===== config.mk =====
export PLATFORM = sky130hd
export DESIGN_NAME = morphing_digit_draw_sequencer
export DESIGN_NICKNAME = d
export VERILOG_FILES = /design/src/rtl/core/mdds_pkg.sv /design/src/rtl/core/mdds_datapath.sv /design/src/rtl/core/mdds_controller.sv /design/src/rtl/core/morphing_digit_draw_sequencer.sv
export SDC_FILE = /design/constraint.sdc
export NUM_CORES = 1
export LEC_CHECK = 0
export ABC_AREA = 1
export ABC_CLOCK_PERIOD_IN_PS = 6400
export BUFFER_PORTS_ARGS = -buffer_cell sky130_fd_sc_hd__buf_2
export CAP_MARGIN = 20
export CORE_MARGIN = 8
export CORE_UTILIZATION = 45
export CTS_CLUSTER_SIZE = 12
export DETAILED_ROUTE_END_ITERATION = 6
export GPL_TIMING_DRIVEN = 0
export PLACE_DENSITY_LB_ADDON = 0.15
export SYNTH_ARGS = -nofsm -noshare
export SYNTH_HDL_FRONTEND = slang
export SYNTH_SLANG_ARGS = --single-unit

===== constraint.sdc =====
create_clock -name clock -period 6.4 [get_ports clock]
set_clock_uncertainty 0.1 [all_clocks]
set_input_delay 0.32 -clock clock [delete_from_list [all_inputs] [get_ports clock]]
set_output_delay 0.32 -clock clock [all_outputs]
set_load 0.02 [all_outputs]

===== src/rtl/core/mdds_pkg.sv =====
// Package for the morphing digit draw sequencer.
// Holds types, codes, constants and the per-slot command table function.
// Used by all modules in rtl/core.
`timescale 1ns / 1ps

package mdds_pkg;

   localparam int SEG_LEN       = 6;
   localparam int PANEL_TOP_ROW = 31;
   localparam int MAX_RESULTS   = 64;

   localparam logic [3:0] SHOW_SLOT   = 4'd8;
   localparam logic [3:0] PROG_DIRECT = 4'd10;
   localparam logic [3:0] PROG_COLON  = 4'd11;

   localparam logic [1:0] OP_MORPH  = 2'd0;
   localparam logic [1:0] OP_DRAW   = 2'd1;
   localparam logic [1:0] OP_COLON  = 2'd2;
   localparam logic [1:0] OP_UNUSED = 2'd3;

   localparam logic [1:0] KIND_PIXEL = 2'd0;
   localparam logic [1:0] KIND_LINE  = 2'd1;
   localparam logic [1:0] KIND_RECT  = 2'd2;
   localparam logic [1:0] KIND_SHOW  = 2'd3;

   localparam logic [1:0] CSEL_BLACK = 2'd0;
   localparam logic [1:0] CSEL_LIT   = 2'd1;
   localparam logic [1:0] CSEL_COLON = 2'd2;

   localparam logic [1:0] CSR_X_ORIGIN  = 2'd0;
   localparam logic [1:0] CSR_Y_ORIGIN  = 2'd1;
   localparam logic [1:0] CSR_LIT_COLOR = 2'd2;

   localparam logic [7:0] SEG_MASKS [10] = '{
      8'hFC, 8'h60, 8'hDA, 8'hF2, 8'h66, 8'hB6, 8'hBE, 8'hE0, 8'hFE, 8'hF6
   };

   typedef enum logic [1:0] {
      ST_IDLE,
      ST_SCAN,
      ST_SEND
   } state_type;

   // one draw slot in digit-local coordinates
   typedef struct packed {
      logic              en;
      logic [1:0]        kind;
      logic [1:0]        csel;
      logic signed [7:0] x1;
      logic signed [7:0] y1;
      logic signed [7:0] x2;
      logic signed [7:0] y2;
      logic signed [7:0] w;
      logic signed [7:0] h;
   } slot_type;

   typedef struct packed {
      logic load_req;
      logic load_out;
      logic last;
   } ctrl_cmd_type;

   typedef struct packed {
      logic       op_none;
      logic       slot_en;
      logic [3:0] nframes;
   } dp_stat_type;

   function automatic slot_type mk(logic en, logic [1:0] kind, int x1, int y1,
                                   int x2, int y2, int w, int h, logic [1:0] csel);
      slot_type r;
      r.en   = en;
      r.kind = kind;
      r.csel = csel;
      r.x1   = 8'(x1);
      r.y1   = 8'(y1);
      r.x2   = 8'(x2);
      r.y2   = 8'(y2);
      r.w    = 8'(w);
      r.h    = 8'(h);
      return r;
   endfunction

   function automatic slot_type pix(logic en, int x, int y, logic [1:0] c);
      return mk(en, KIND_PIXEL, x, y, x, y, 0, 0, c);
   endfunction

   function automatic slot_type ln(logic en, int x, int y, int x2, int y2, logic [1:0] c);
      return mk(en, KIND_LINE, x, y, x2, y2, 0, 0, c);
   endfunction

   function automatic slot_type bar(logic en, int x, int a, int b, logic [1:0] c);
      return mk(en, KIND_LINE, x, a, x, b, 0, 0, c);
   endfunction

   function automatic slot_type rct(int x, int y, int w, int h, logic [1:0] c);
      return mk(1'b1, KIND_RECT, x, y, 0, 0, w, h, c);
   endfunction

   function automatic logic [3:0] frame_count(logic [3:0] prog);
      logic [3:0] n;
      case (prog)
         4'd4, 4'd5:        n = 4'(SEG_LEN);
         4'd1, 4'd7, 4'd9:  n = 4'(SEG_LEN + 2);
         PROG_DIRECT, PROG_COLON: n = 4'd1;
         default:           n = 4'(SEG_LEN + 1);
      endcase
      return n;
   endfunction

   // command for slot j of frame i; slot SHOW_SLOT is always the show
   function automatic slot_type cmd_slot(logic [3:0] prog, logic [3:0] from, logic [3:0] fi,
                                         logic [3:0] j, logic [7:0] mask);
      int s;
      int i;
      logic f123;
      logic f59;
      slot_type r;
      s = SEG_LEN;
      i = int'(fi);
      f123 = (from == 4'd1) || (from == 4'd2) || (from == 4'd3);
      f59  = (from == 4'd5) || (from == 4'd9);
      r = mk(1'b0, KIND_PIXEL, 0, 0, 0, 0, 0, 0, CSEL_BLACK);
      if (j == SHOW_SLOT) begin
         r = mk(1'b1, KIND_SHOW, 0, 0, 0, 0, 0, 0, CSEL_BLACK);
      end else begin
         case (prog)
            PROG_DIRECT: begin
               case (j)
                  4'd0: r = rct(0, 0, s + 2, 2 * s + 3, CSEL_BLACK);
                  4'd1: r = ln(mask[7], 1, 2 * s + 2, s, 2 * s + 2, CSEL_LIT);
                  4'd2: r = ln(mask[6], s + 1, 2 * s + 1, s + 1, s + 2, CSEL_LIT);
                  4'd3: r = ln(mask[5], s + 1, 1, s + 1, s, CSEL_LIT);
                  4'd4: r = ln(mask[4], 1, 0, s, 0, CSEL_LIT);
                  4'd5: r = ln(mask[3], 0, 1, 0, s, CSEL_LIT);
                  4'd6: r = ln(mask[2], 0, 2 * s + 1, 0, s + 2, CSEL_LIT);
                  4'd7: r = ln(mask[1], 1, s + 1, s, s + 1, CSEL_LIT);
                  default: ;
               endcase
            end
            PROG_COLON: begin
               case (j)
                  4'd0: r = rct(-3, s - 2, 2, 2, CSEL_COLON);
                  4'd1: r = rct(-3, s + 3, 2, 2, CSEL_COLON);
                  default: ;
               endcase
            end
            4'd2: begin
               case (j)
                  4'd0: r = pix(i < s, s - i, 2 * s + 2, CSEL_LIT);
                  4'd1: r = pix(i < s, s - i, s + 1, CSEL_LIT);
                  4'd2: r = pix(i < s, s - i, 0, CSEL_LIT);
                  4'd3: r = bar(1'b1, s + 1 - i, 1, s, CSEL_BLACK);
                  4'd4: r = bar(1'b1, s - i, 1, s, CSEL_LIT);
                  default: ;
               endcase
            end
            4'd3: begin
               case (j)
                  4'd0: r = bar(1'b1, i, 1, s, CSEL_BLACK);
                  4'd1: r = bar(1'b1, 1 + i, 1, s, CSEL_LIT);
                  default: ;
               endcase
            end
            4'd4: begin
               case (j)
                  4'd0: r = pix(1'b1, s - i, 2 * s + 2, CSEL_BLACK);
                  4'd1: r = pix(1'b1, 0, 2 * s + 1 - i, CSEL_LIT);
                  4'd2: r = pix(1'b1, 1 + i, 0, CSEL_BLACK);
                  default: ;
               endcase
            end
            4'd5: begin
               case (j)
                  4'd0: r = pix(1'b1, s + 1, s + 2 + i, CSEL_BLACK);
                  4'd1: r = pix(1'b1, s - i, 2 * s + 2, CSEL_LIT);
                  4'd2: r = pix(1'b1, s - i, 0, CSEL_LIT);
                  default: ;
               endcase
            end
            4'd6: begin
               case (j)
                  4'd0: r = bar(1'b1, s - i, 1, s, CSEL_LIT);
                  4'd1: r = bar(i > 0, s - i + 1, 1, s, CSEL_BLACK);
                  default: ;
               endcase
            end
            4'd7, 4'd1: begin
               case (j)
                  4'd0: r = bar(1'b1, i - 1, 1, s, CSEL_BLACK);
                  4'd1: r = bar(1'b1, i, 1, s, CSEL_LIT);
                  4'd2: r = bar(1'b1, i - 1, 2 * s + 1, s + 2, CSEL_BLACK);
                  4'd3: r = bar(1'b1, i, 2 * s + 1, s + 2, CSEL_LIT);
                  4'd4: r = (prog == 4'd1) ? pix(1'b1, 1 + i, 2 * s + 2, CSEL_BLACK)
                                           : pix(1'b1, 1 + i, 0, CSEL_BLACK);
                  4'd5: r = (prog == 4'd1) ? pix(1'b1, 1 + i, 0, CSEL_BLACK)
                                           : pix(1'b1, 1 + i, s + 1, CSEL_BLACK);
                  4'd6: r = pix(prog == 4'd1, 1 + i, s + 1, CSEL_BLACK);
                  default: ;
               endcase
            end
            4'd8: begin
               case (j)
                  4'd0: r = bar(1'b1, s - i, 2 * s + 1, s + 2, CSEL_LIT);
                  4'd1: r = bar(i > 0, s - i + 1, 2 * s + 1, s + 2, CSEL_BLACK);
                  4'd2: r = bar(1'b1, s - i, 1, s, CSEL_LIT);
                  4'd3: r = bar(i > 0, s - i + 1, 1, s, CSEL_BLACK);
                  4'd4: r = pix(i < s, s - i, 0, CSEL_LIT);
                  4'd5: r = pix(i < s, s - i, s + 1, CSEL_LIT);
                  default: ;
               endcase
            end
            4'd9: begin
               case (j)
                  4'd0: r = bar(1'b1, i - 1, 1, s, CSEL_BLACK);
                  4'd1: r = bar(1'b1, i, 1, s, CSEL_LIT);
                  default: ;
               endcase
            end
            4'd0: begin
               if (from == 4'd5) begin
                  case (j)
                     4'd0: r = bar(i < s && i > 0, 1 + i, 2 * s + 1, s + 2, CSEL_BLACK);
                     4'd1: r = bar(i < s, 2 + i, 2 * s + 1, s + 2, CSEL_LIT);
                     default: ;
                  endcase
               end else if (f123) begin
                  case (j)
                     4'd0: r = bar(1'b1, s - i, 2 * s + 1, s + 2, CSEL_LIT);
                     4'd1: r = bar(i > 0, s - i + 1, 2 * s + 1, s + 2, CSEL_BLACK);
                     default: ;
                  endcase
               end
               if (f59) begin
                  case (j)
                     4'd2: r = pix(i < s, s - i, s + 1, CSEL_BLACK);
                     4'd3: r = pix(i < s, 0, s - i, CSEL_LIT);
                     default: ;
                  endcase
               end else if (from == 4'd1) begin
                  case (j)
                     4'd2: r = bar(1'b1, s - i, 1, s, CSEL_LIT);
                     4'd3: r = bar(i > 0, s - i + 1, 1, s, CSEL_BLACK);
                     4'd4: r = pix(i < s, s - i, 2 * s + 2, CSEL_LIT);
                     4'd5: r = pix(i < s, s - i, 0, CSEL_LIT);
                     default: ;
                  endcase
               end else if (from == 4'd2) begin
                  case (j)
                     4'd2: r = pix(1'b1, 1 + i, s + 1, CSEL_BLACK);
                     4'd3: r = pix(i < s, s + 1, s + 1 - i, CSEL_LIT);
                     default: ;
                  endcase
               end else if (from == 4'd3) begin
                  case (j)
                     4'd2: r = bar(1'b1, s - i, 1, s, CSEL_LIT);
                     4'd3: r = bar(i > 0, s - i + 1, 1, s, CSEL_BLACK);
                     4'd4: r = pix(1'b1, s - i, s + 1, CSEL_BLACK);
                     default: ;
                  endcase
               end
            end
            default: ;
         endcase
      end
      return r;
   endfunction

endpackage


===== src/rtl/core/mdds_datapath.sv =====
// Datapath of the morphing digit draw sequencer: configuration, shown digit,
// request capture, slot decode, coordinate mapping and the output register.
// Depends on mdds_pkg.
`timescale 1ns / 1ps

module mdds_datapath import mdds_pkg::*; (
   input  logic         clock,
   input  logic         reset,
   input  logic         csr_we,
   input  logic [1:0]   csr_index,
   input  logic [15:0]  csr_wdata,
   input  logic [23:0]  req_tdata,
   input  logic [3:0]   frame,
   input  logic [3:0]   slot,
   input  ctrl_cmd_type cmd,
   output dp_stat_type  stat,
   output logic [55:0]  rsp_tdata,
   output logic         rsp_tlast
);

   logic [5:0]  x_origin_ff;
   logic [4:0]  y_origin_ff;
   logic [15:0] lit_color_ff;
   logic [3:0]  shown_ff;
   logic [3:0]  shown_in;
   logic [3:0]  prog_ff, prog_in;
   logic [3:0]  from_ff;
   logic [7:0]  mask_ff, mask_in;
   logic [15:0] colon_ff;
   logic [55:0] data_ff, data_in;
   logic        last_ff;

   logic [1:0]  op;
   logic [3:0]  dig;
   logic        ok;
   slot_type    sl;
   logic [15:0] color;
   logic signed [9:0] px1, px2, py1, py2, ys;

   assign op  = req_tdata[1:0];
   assign dig = req_tdata[5:2];

   always_comb begin
      if (dig == 4'd0) begin
         ok = (shown_ff == 4'd1) || (shown_ff == 4'd2) || (shown_ff == 4'd3) ||
              (shown_ff == 4'd5) || (shown_ff == 4'd9);
      end else begin
         ok = (dig == shown_ff + 4'd1);
      end
      mask_in = (dig < 4'd10) ? SEG_MASKS[dig] : 8'h00;
      shown_in = shown_ff;
      prog_in  = PROG_DIRECT;
      case (op)
         OP_MORPH: begin
            shown_in = dig;
            prog_in  = (dig < 4'd10 && ok) ? dig : PROG_DIRECT;
         end
         OP_DRAW: begin
            shown_in = dig;
         end
         OP_COLON: prog_in = PROG_COLON;
         default: ;
      endcase
   end

   always_ff @(posedge clock) begin
      if (reset) begin
         x_origin_ff  <= '0;
         y_origin_ff  <= '0;
         lit_color_ff <= 16'hFFFF;
         shown_ff     <= '0;
      end else begin
         if (csr_we) begin
            case (csr_index)
               CSR_X_ORIGIN:  x_origin_ff  <= csr_wdata[5:0];
               CSR_Y_ORIGIN:  y_origin_ff  <= csr_wdata[4:0];
               CSR_LIT_COLOR: lit_color_ff <= csr_wdata;
               default: ;
            endcase
         end
         if (cmd.load_req) shown_ff <= shown_in;
      end
   end

   always_ff @(posedge clock) begin
      if (cmd.load_req) begin
         prog_ff  <= prog_in;
         from_ff  <= shown_ff;
         mask_ff  <= mask_in;
         colon_ff <= req_tdata[21:6];
      end
      if (cmd.load_out) begin
         data_ff <= data_in;
         last_ff <= cmd.last;
      end
   end

   assign sl = cmd_slot(prog_ff, from_ff, frame, slot, mask_ff);

   always_comb begin
      case (sl.csel)
         CSEL_LIT:   color = lit_color_ff;
         CSEL_COLON: color = colon_ff;
         default:    color = 16'h0000;
      endcase
      px1 = $signed({4'b0, x_origin_ff}) + 10'(sl.x1);
      px2 = $signed({4'b0, x_origin_ff}) + 10'(sl.x2);
      py1 = 10'(PANEL_TOP_ROW) - (10'(sl.y1) + $signed({5'b0, y_origin_ff}));
      py2 = 10'(PANEL_TOP_ROW) - (10'(sl.y2) + $signed({5'b0, y_origin_ff}));
      ys  = py1 - (10'(sl.h) - 10'sd1);
      // fields low to high: kind, xs, ys, xe, ye, w, h, color
      case (sl.kind)
         KIND_RECT: data_in = {color, sl.h[3:0], sl.w[3:0], 7'd0, 8'd0,
                               ys[6:0], px1[7:0], sl.kind};
         KIND_SHOW: data_in = {16'd0, 4'd0, 4'd0, 7'd0, 8'd0, 7'd0, 8'd0, sl.kind};
         default:   data_in = {color, 4'd0, 4'd0, py2[6:0], px2[7:0],
                               py1[6:0], px1[7:0], sl.kind};
      endcase
   end

   assign stat.op_none = (op == OP_UNUSED);
   assign stat.slot_en = sl.en;
   assign stat.nframes = frame_count(prog_ff);
   assign rsp_tdata    = data_ff;
   assign rsp_tlast    = last_ff;

endmodule


===== src/rtl/core/mdds_controller.sv =====
// Controller of the morphing digit draw sequencer: walks frames and slots,
// handles both handshakes and caps a run at the result limit.
// Depends on mdds_pkg.
`timescale 1ns / 1ps

module mdds_controller import mdds_pkg::*; (
   input  logic         clock,
   input  logic         reset,
   input  logic         req_tvalid,
   output logic         req_tready,
   output logic         rsp_tvalid,
   input  logic         rsp_tready,
   input  dp_stat_type  stat,
   output ctrl_cmd_type cmd,
   output logic [3:0]   frame,
   output logic [3:0]   slot
);

   state_type  state_ff, state_in;
   logic [3:0] frame_ff, frame_in;
   logic [3:0] slot_ff, slot_in;
   logic [5:0] count_ff, count_in;
   logic       last_ff, last_in;
   logic       run_end;

   always_ff @(posedge clock) begin
      if (reset) begin
         state_ff <= ST_IDLE;
         frame_ff <= '0;
         slot_ff  <= '0;
         count_ff <= '0;
         last_ff  <= 1'b0;
      end else begin
         state_ff <= state_in;
         frame_ff <= frame_in;
         slot_ff  <= slot_in;
         count_ff <= count_in;
         last_ff  <= last_in;
      end
   end

   assign run_end = ((slot_ff == SHOW_SLOT) && (frame_ff == stat.nframes - 4'd1)) ||
                    (count_ff == 6'(MAX_RESULTS - 1));

   always_comb begin
      state_in = state_ff;
      frame_in = frame_ff;
      slot_in  = slot_ff;
      count_in = count_ff;
      last_in  = last_ff;
      cmd      = '0;
      req_tready = 1'b0;
      rsp_tvalid = 1'b0;
      case (state_ff)
         ST_IDLE: begin
            req_tready = 1'b1;
            if (req_tvalid) begin
               cmd.load_req = 1'b1;
               frame_in = '0;
               slot_in  = '0;
               count_in = '0;
               if (!stat.op_none) state_in = ST_SCAN;
            end
         end
         ST_SCAN: begin
            if (stat.slot_en) begin
               cmd.load_out = 1'b1;
               cmd.last     = run_end;
               last_in      = run_end;
               state_in     = ST_SEND;
            end else begin
               slot_in = slot_ff + 4'd1;
            end
         end
         ST_SEND: begin
            rsp_tvalid = 1'b1;
            if (rsp_tready) begin
               count_in = count_ff + 6'd1;
               if (last_ff) begin
                  state_in = ST_IDLE;
               end else begin
                  state_in = ST_SCAN;
                  if (slot_ff == SHOW_SLOT) begin
                     slot_in  = '0;
                     frame_in = frame_ff + 4'd1;
                  end else begin
                     slot_in = slot_ff + 4'd1;
                  end
               end
            end
         end
         default: state_in = ST_IDLE;
      endcase
   end

   assign frame = frame_ff;
   assign slot  = slot_ff;

endmodule


===== src/rtl/core/morphing_digit_draw_sequencer.sv =====
// Morphing digit draw sequencer, top level.
// One request at a time: the controller scans all nine slots of every frame in order,
// moves each enabled slot's command through the output register and sends it (a morph
// to 1 gives 8 frames, 64 commands). The first command is valid once the request has
// been captured and the first enabled slot has been loaded into the output register.
// Operation 3 is accepted with no output. Output back-pressure holds the scan.
// Synchronous active-high reset: shown digit 0, origins 0, lit color 0xFFFF.
`timescale 1ns / 1ps

module morphing_digit_draw_sequencer import mdds_pkg::*; (
   input  logic        clock,
   input  logic        reset,
   input  logic        csr_we,
   input  logic [1:0]  csr_index,
   input  logic [15:0] csr_wdata,
   input  logic        req_tvalid,
   output logic        req_tready,
   input  logic [23:0] req_tdata,   // operation[1:0], target_digit[5:2], colon_color[21:6]
   output logic        rsp_tvalid,
   input  logic        rsp_tready,
   output logic [55:0] rsp_tdata,   // command_kind[1:0], x_start[9:2], y_start[16:10],
                                    // x_end[24:17], y_end[31:25], rect_width[35:32],
                                    // rect_height[39:36], draw_color[55:40]
   output logic        rsp_tlast
);

   ctrl_cmd_type cmd;
   dp_stat_type  stat;
   logic [3:0]   frame;
   logic [3:0]   slot;

   mdds_controller u_ctrl (
      .clock      (clock),
      .reset      (reset),
      .req_tvalid (req_tvalid),
      .req_tready (req_tready),
      .rsp_tvalid (rsp_tvalid),
      .rsp_tready (rsp_tready),
      .stat       (stat),
      .cmd        (cmd),
      .frame      (frame),
      .slot       (slot)
   );

   mdds_datapath u_dp (
      .clock     (clock),
      .reset     (reset),
      .csr_we    (csr_we),
      .csr_index (csr_index),
      .csr_wdata (csr_wdata),
      .req_tdata (req_tdata),
      .frame     (frame),
      .slot      (slot),
      .cmd       (cmd),
      .stat      (stat),
      .rsp_tdata (rsp_tdata),
      .rsp_tlast (rsp_tlast)
   );

endmodule

==> results.cfg, run 1 <==
[logic_synthesis]
synth_xor_area_frac = 0.0229
synth_edf_count = 83
synth_compound_area_frac = 0.163
ys_types = 55
synth_top_area_frac = 0.251
yosysWarningCount = 0
synth_top_area_cell = edfxtp_1
ys_async_sr_fraction = 0
yosys.area_share.simple = 0.276
ys_ff_latch = 131
synth_top_family_by_area = simple AND/OR/NAND/NOR gates
yosysSeqAreaShare = 0.347
synth_flop_cell = edfxtp_1
syn_avg_cell_area_um2 = 7.31
muxShareOfSynthArea = 0
synth_area_leaders = edfxtp_1 (25%), nand2_1 (11%), dfxtp_1 (9.7%)
syn_inst = 1361
synth_area_mm2 = 0.00994
synth_adder_area_share = 0.0994

[cts]
clkTransAtPathRegs_ns = 0.06
cts_resized = 0
htreeDepth = 4
insertion_delay_ns = 0.42
clock_path_buffers = 2
numCtsBuffers = 17
cts_setup_buffers = 0
clock-sinks = 131
cts_root_buf = clkbuf_16
cts_tree = done

[global_routing]
antenna_found_initial = 0
grtUsageTotal = 0.264
grt_pass1_vias = 9706
grt_pass1_wl_um = 54600
grt_overflow_total = 0
grt_max_degree = 45

[route]
drtPass1Iterations = 7
drt_wl_total_um = 35500
viasPerCell = 5.53
routedWlPerCell_um = 19.8
drtIter0Drc = 858
drcViolationCount = 8
final_antenna_net_count = 0
dr_total_vias = 9923

[place]
dpl_cell_area_mm2 = 0.0108
placement.io_buffers = 100
routabilityCongestion = 1.00
hpwl_um = 27600

[floorplanning]
core_mm2 = 0.0218
rows = 54
die_w_um = 165
io_pins = 106
dieArea_mm2 = 0.0271
die_h_um = 165
initial_utilization = 0.457

[timing]
final_max_slew_viol_count = 0
worst_pin_slew_ns = 1.08
fmax_ghz = 0.170
setup_violations = 0
hold_viol_final = 0
max-slew-margin-rel = 0.272
rsz0062_at_grt = no
min_period_over_period = 0.918
finalCriticalPeriod_ns = 5.88
setup_tns_ns = 0

[final_layout]
final_area_mm2 = 0.0116
area_growth_pct = 16.8
nets = 1625
drive_above_1_share = 0.132
antennaDiodeCount = 0

[outcome]
status = finished, violations left
violations = DRC

[setup_path]
crit_chain = inv_1 -> ha_1 -> clkbuf_1 -> inv_1 -> a21oi_1 -> nor3_1 -> a2111oi_0 -> ha_1 -> ha_1 -> fa_1 -> xor2_1 -> ha_1 -> ha_1 -> a21oi_1 -> nand2_1 -> nand2_1 -> nand2_1 -> a21oi_1 -> xnor2_1 -> xnor2_1 -> nand2_1 -> o21ai_0
critical-path-top-delay-family = adder cells
crit_slowest_cell = dfxtp_1
end_kind = register
crit_buf_inv = 3
crit_arrival_ns = 5.93
cpPeakStageDelay_ns = 0.61
critPathLaunchType = register
worstSetupPathType = register to register
path_max_fanout = 9
cp.required_ns = 6.45
crit_top_cell = ha_1

[power]
p_leak_uw = 0.00541
power_density_mw_per_mm2 = 477
ir_worst_vdd_v = 0.000250

[flow_run]
drv_cap = 0

[min_path]
hold_class = input pin to register
==> repair_timing <==
item / 4_1_cts / 5_1_grt
hold buffers: 20 / 0
endpoints found under the hold margin: 20 / 0
setup endpoints to repair: 0 / 1
==> report_power, final <==
part,leakage (µW),switching (µW),internal [µW]
Clock,0.000284,410,547
Combinational,0.00395,2240,1040
Sequential,0.00117,99.3,1200
==> worst paths after layout <==
kind | from | to | slack (ns) | cells after the start
worst min register to register | u_ctrl.count_ff[5]$_SDFFE_PP0P_ | u_ctrl.count_ff[5]$_SDFFE_PP0P_ | 0.36 | 2
worst min-delay path | csr_wdata[8] | u_dp.lit_color_ff[8]$_SDFFE_PP1P_ | 0.02 | 3
worst max-delay path | u_ctrl.frame[1]$_SDFFE_PP0P_ | u_dp.rsp_tdata[16]$_DFFE_PP_ | 0.52 | 22
worst max register to register | u_ctrl.frame[1]$_SDFFE_PP0P_ | u_dp.rsp_tdata[16]$_DFFE_PP_ | 0.52 | 22
==> worst register-to-register path, stage by stage, from the launching register on <==
cell and delay [ns]:
dfxtp_1 0.61, inv_1 0.27, ha_1 0.33, clkbuf_1 0.37
inv_1 0.31, a21oi_1 0.24, nor3_1 0.11, a2111oi_0 0.37
ha_1 0.32, ha_1 0.22, fa_1 0.42, xor2_1 0.29
ha_1 0.29, ha_1 0.35, a21oi_1 0.21, nand2_1 0.08
nand2_1 0.08, nand2_1 0.06, a21oi_1 0.16, xnor2_1 0.16
xnor2_1 0.10, nand2_1 0.07, o21ai_0 0.08
==> sequential cells by signal (all words and copies together) (netlist names) <==
name               flops
u_ctrl.last_ff         1
u_dp.prog_ff           4
u_dp.x_origin_ff       6
u_ctrl.state_ff        2
u_dp.y_origin_ff       5
u_dp.colon_ff         16
u_ctrl.frame           4
u_dp.lit_color_ff     16
u_ctrl.count_ff        6
u_dp.mask_ff           7
u_ctrl.slot            4
u_dp.rsp_tdata        51
u_dp.shown_ff          4
u_dp.rsp_tlast         1
u_dp.from_ff           4
==> cell families (layout without fill, tap and decap cells) <==
logic type      count (synthesis)  in the layout
simple gates                  624            624
compound gates                276            276
buf+inv                       227            380
flops                         131            131
fa+ha+maj                      76             76
xor+xnor                       26             26
other cells                     1              2
==> per-layer routing <==
metal	track usage	vias up	share of wire
met4	0.124	0	0.043
li1	-	4844	-
met2	0.409	434	0.44
met1	0.346	4571	0.43
met3	0.0561	74	0.085
met5	0	-	0
==> cells in the final DEF (no fill, tap or decap), drive strengths merged, types with 3 or more instances in the layout <==
| cell type | instances |
|---|---|
| a31oi | 9 |
| nand3 | 107 |
| ha | 71 |
| xnor2 | 14 |
| buf | 119 |
| o21ai | 102 |
| nor2 | 178 |
| edfxtp | 83 |
| o21a | 4 |
| a22oi | 5 |
| clkinv | 8 |
| dfxtp | 48 |
| or2 | 3 |
| o2111ai | 4 |
| nor3 | 23 |
| nand4 | 10 |
| nand2 | 295 |
| xor2 | 12 |
| o211ai | 14 |
| dlygate4sd3 | 20 |
| fa | 5 |
| a22o | 17 |
| clkbuf | 41 |
| a211oi | 4 |
| inv | 191 |
| o22ai | 11 |
| a21oi | 94 |
==> synthesized netlist by cell type (3+ instances only) <==
cell type,instances
nand2_1,282
inv_1,176
nor2_1,160
nand3_1,105
a21oi_1,94
o21ai_0,88
edfxtp_1,83
ha_1,71
dfxtp_1,48
clkbuf_1,24
nor3_1,23
a22o_1,17
o211ai_1,14
xnor2_1,14
xor2_1,12
nor2_4,11
nand4_1,10
o21ai_1,10
o22ai_1,10
a31oi_1,9
inv_2,9
buf_2,8
nand2_4,7
nor2_2,7
buf_4,6
nand2_2,6
a22oi_1,5
fa_1,5
a211oi_1,4
o2111ai_1,4
o21a_1,4
o21ai_2,3
or2_2,3
==> stage by stage <==
step	std cells	util	setup WS [ns]	hold WS, ns	total power (µW)
after detailed placement	1744	0.499	0.400	0.343	4540
after global placement	1742	0.496	0.460	0.339	4500
final	1795	0.534	0.522	0.0151	5540
after CTS	1796	0.534	0.397	0.00264	5510
after floorplan	1362	-	1.66	0.289	3600
after global routing	1795	0.534	0.0763	0.0254	5940
==> area by class of cell <==
cell class	instances	area [µm²]
Fill cell	2136	10100
Multi-Input combinational cell	1004	5590
Sequential cell	131	3450
Timing Repair Buffer	122	748
Inverter	186	698
Clock buffer	18	429
Tap cell	280	350
Buffer	40	199
Clock inverter	14	145
Note: power is estimated with default switching activity, not from simulation.
==> run 2, diff against run 1 <==
CTS_BUF_LIST = sky130_fd_sc_hd__clkbuf_8   (was unset)
SETUP_SLACK_MARGIN = 0.2   (was unset)
==> run 2 against run 1 <==
- sequential share of layout area is 0.32 points higher
- utilization is 0.57 points lower
- die area stayed put
- the flow now finishes without violations
- hold slack better by 0.0082 ns
- highest routed layer unchanged
- global-route usage is 0.15 points lower
- final area is 1.1% lower
- via count is 0.41% higher
- sequential power hardly changed
- clock power is 28% lower
- non-clock buffer count is 7 higher
- first-iteration DRC count is 4.7% higher
- wire length is 0.50% lower
==> results.cfg, run 2 (synthesis results as in run 1) <==
[setup_path]
end_kind = register
crit_arrival_ns = 5.88
r2r_cells = 23
cp.required_ns = 6.48
worstSetupPathType = register to register
regToRegStartpoint = u_ctrl.slot[0]$_SDFFE_PP0P_
r2r_slack_ns = 0.60
critPathLaunchType = register
r2r_end = u_dp.rsp_tdata[16]$_DFFE_PP_
path_max_fanout = 10

[global_routing]
grt_overflow_total = 0
grtUsageTotal = 0.262
grt_pass1_vias = 9674
antenna_found_initial = 0
grt_max_degree = 45
grt_pass1_wl_um = 54300

[place]
placement.io_buffers = 100
hpwl_um = 27600
dp_cells = 1744
routabilityCongestion = 1.00

[route]
drtIter0Drc = 898
dr_total_vias = 9964
dr_wl_met2_um = 15500
drtPass1Iterations = 7
viasPerCell = 5.53
dr_wl_met3_um = 3170
final_antenna_net_count = 0
drt_wl_total_um = 35300
wl_met1_um = 15200
highest_layer = met4
routedWlPerCell_um = 19.6
drcViolationCount = 0

[final_layout]
multi_input_area_mm2 = 0.00559
antennaDiodeCount = 0
area_growth_pct = 15.6
layout_common_cells = nand2_1 (282), inv_1 (176), nor2_1 (160)
fin_cells = 1802
layout_commonest_cell = nand2_1
nets = 1632
largest_reg_flops = 51
fill_cells = 2166
regArea_mm2 = 0.00345
drive_above_1_share = 0.133
final_util = 0.528

[timing]
hold_viol_final = 0
worst_pin_slew_ns = 1.04
final_max_slew_viol_count = 0
setup_violations = 0
max-slew-margin-rel = 0.302
fmax_ghz = 0.172
min_period_over_period = 0.906
finalCriticalPeriod_ns = 5.80
rsz0062_at_grt = no
setup_tns_ns = 0

[floorplanning]
core_mm2 = 0.0218
dieArea_mm2 = 0.0271
initial_utilization = 0.457
die_h_um = 165
io_pins = 106
rows = 54
die_w_um = 165

[cts]
cts_setup_buffers = 0
numCtsBuffers = 17
insertion_delay_ns = 0.44
clock_path_buffers = 2
cts_tree = done
cts_root_buf = clkbuf_8
clock-sinks = 131
htreeDepth = 4
clkTransAtPathRegs_ns = 0.09

[flow_run]
drv_cap = 0

[power]
power_density_mw_per_mm2 = 459
ir_worst_vdd_v = 0.000276
fin_total_pwr_uw = 5270
p_leak_uw = 0.00536

[min_path]
holdPathStages = 3
hold_class = input pin to register
hold_path_end = u_dp.lit_color_ff[2]$_SDFFE_PP1P_
min-delay-start = csr_wdata[2]

[outcome]
status = completed
==> run 2: changes by cell type in the layout (fill, tap and decap cells not counted) <==
cell	delta
clkbuf_16	-17
clkbuf_2	+3
dlygate4sd3_1	+6
clkbuf_1	-3
inv_1	+1
clkbuf_8	+17
==> run 2: worst max path at each step <==
| stage | start | endpoint | slack (ns) |
|---|---|---|---|
| floorplan | u_ctrl.frame[0]$_SDFFE_PP0P_ | u_dp.rsp_tdata[16]$_DFFE_PP_ | 1.66 |
| global placement | u_ctrl.frame[0]$_SDFFE_PP0P_ | u_dp.rsp_tdata[16]$_DFFE_PP_ | 0.46 |
| detailed placement | u_ctrl.frame[0]$_SDFFE_PP0P_ | u_dp.rsp_tdata[16]$_DFFE_PP_ | 0.40 |
| CTS | u_ctrl.frame[0]$_SDFFE_PP0P_ | u_dp.rsp_tdata[16]$_DFFE_PP_ | 0.39 |
| global route | u_ctrl.slot[0]$_SDFFE_PP0P_ | u_dp.rsp_tdata[16]$_DFFE_PP_ | 0.28 |
| finish | u_ctrl.slot[0]$_SDFFE_PP0P_ | u_dp.rsp_tdata[16]$_DFFE_PP_ | 0.60 |
==> run 2: timing repair <==
item	CTS	global route
setup endpoints to repair	0	1
hold buffers	26	0
resized for setup	0	6
endpoints found under the hold margin	26	0
==> run 2: area by class of cell <==
cell class	count	share of cell area
multi-input cells	1004	0.487
plain buffers	41	0.0180
well taps	280	0.0305
clock inverters	15	0.0130
clock buffers	17	0.0204
repair buffers	128	0.0703
inverters	186	0.0608
flip-flops and latches	131	0.300
==> run 2: layer usage <==
layer | GRT usage | vias to the layer above
met2 | 0.408 | 443
met5 | 0 | -
met3 | 0.0558 | 65
li1 | - | 4872
met1 | 0.346 | 4584
met4 | 0.114 | 0
==> run 2: report_power, final <==
part | internal, µW | leakage [µW] | switching, µW
Combinational | 1050 | 0.00399 | 2230
Sequential | 1200 | 0.00117 | 98.5
Clock | 318 | 0.000201 | 374
Total | 2570 | 0.00536 | 2710
==> run 2: through the flow <==
| step | hold slack, ns | area (µm²) | setup slack (ns) |
|---|---|---|---|
| floorplan | 0.289 | 9950 | 1.66 |
| global placement | 0.339 | 10800 | 0.460 |
| detailed placement | 0.343 | 10800 | 0.400 |
| CTS | 0.00392 | 11500 | 0.392 |
| global route | 0.00499 | 11500 | 0.275 |
| finish | 0.0233 | 11500 | 0.603 |
==> run 2: critical path: stages (launching register included) <==
cell and delay [ns]:
dfxtp_1 0.36, inv_1 0.13, ha_1 0.29, inv_1 0.11, nor2_1 0.59, clkbuf_1 0.60, o21ai_0 0.20, nand2_1 0.18
a2111oi_0 0.10, ha_1 0.32, ha_1 0.22, fa_1 0.42, xor2_1 0.28, ha_1 0.29, ha_1 0.35, a21oi_1 0.21
nand2_1 0.08, nand2_1 0.08, nand2_1 0.06, a21oi_1 0.16, xnor2_1 0.16, xnor2_1 0.10, nand2_1 0.07, o21ai_0 0.08
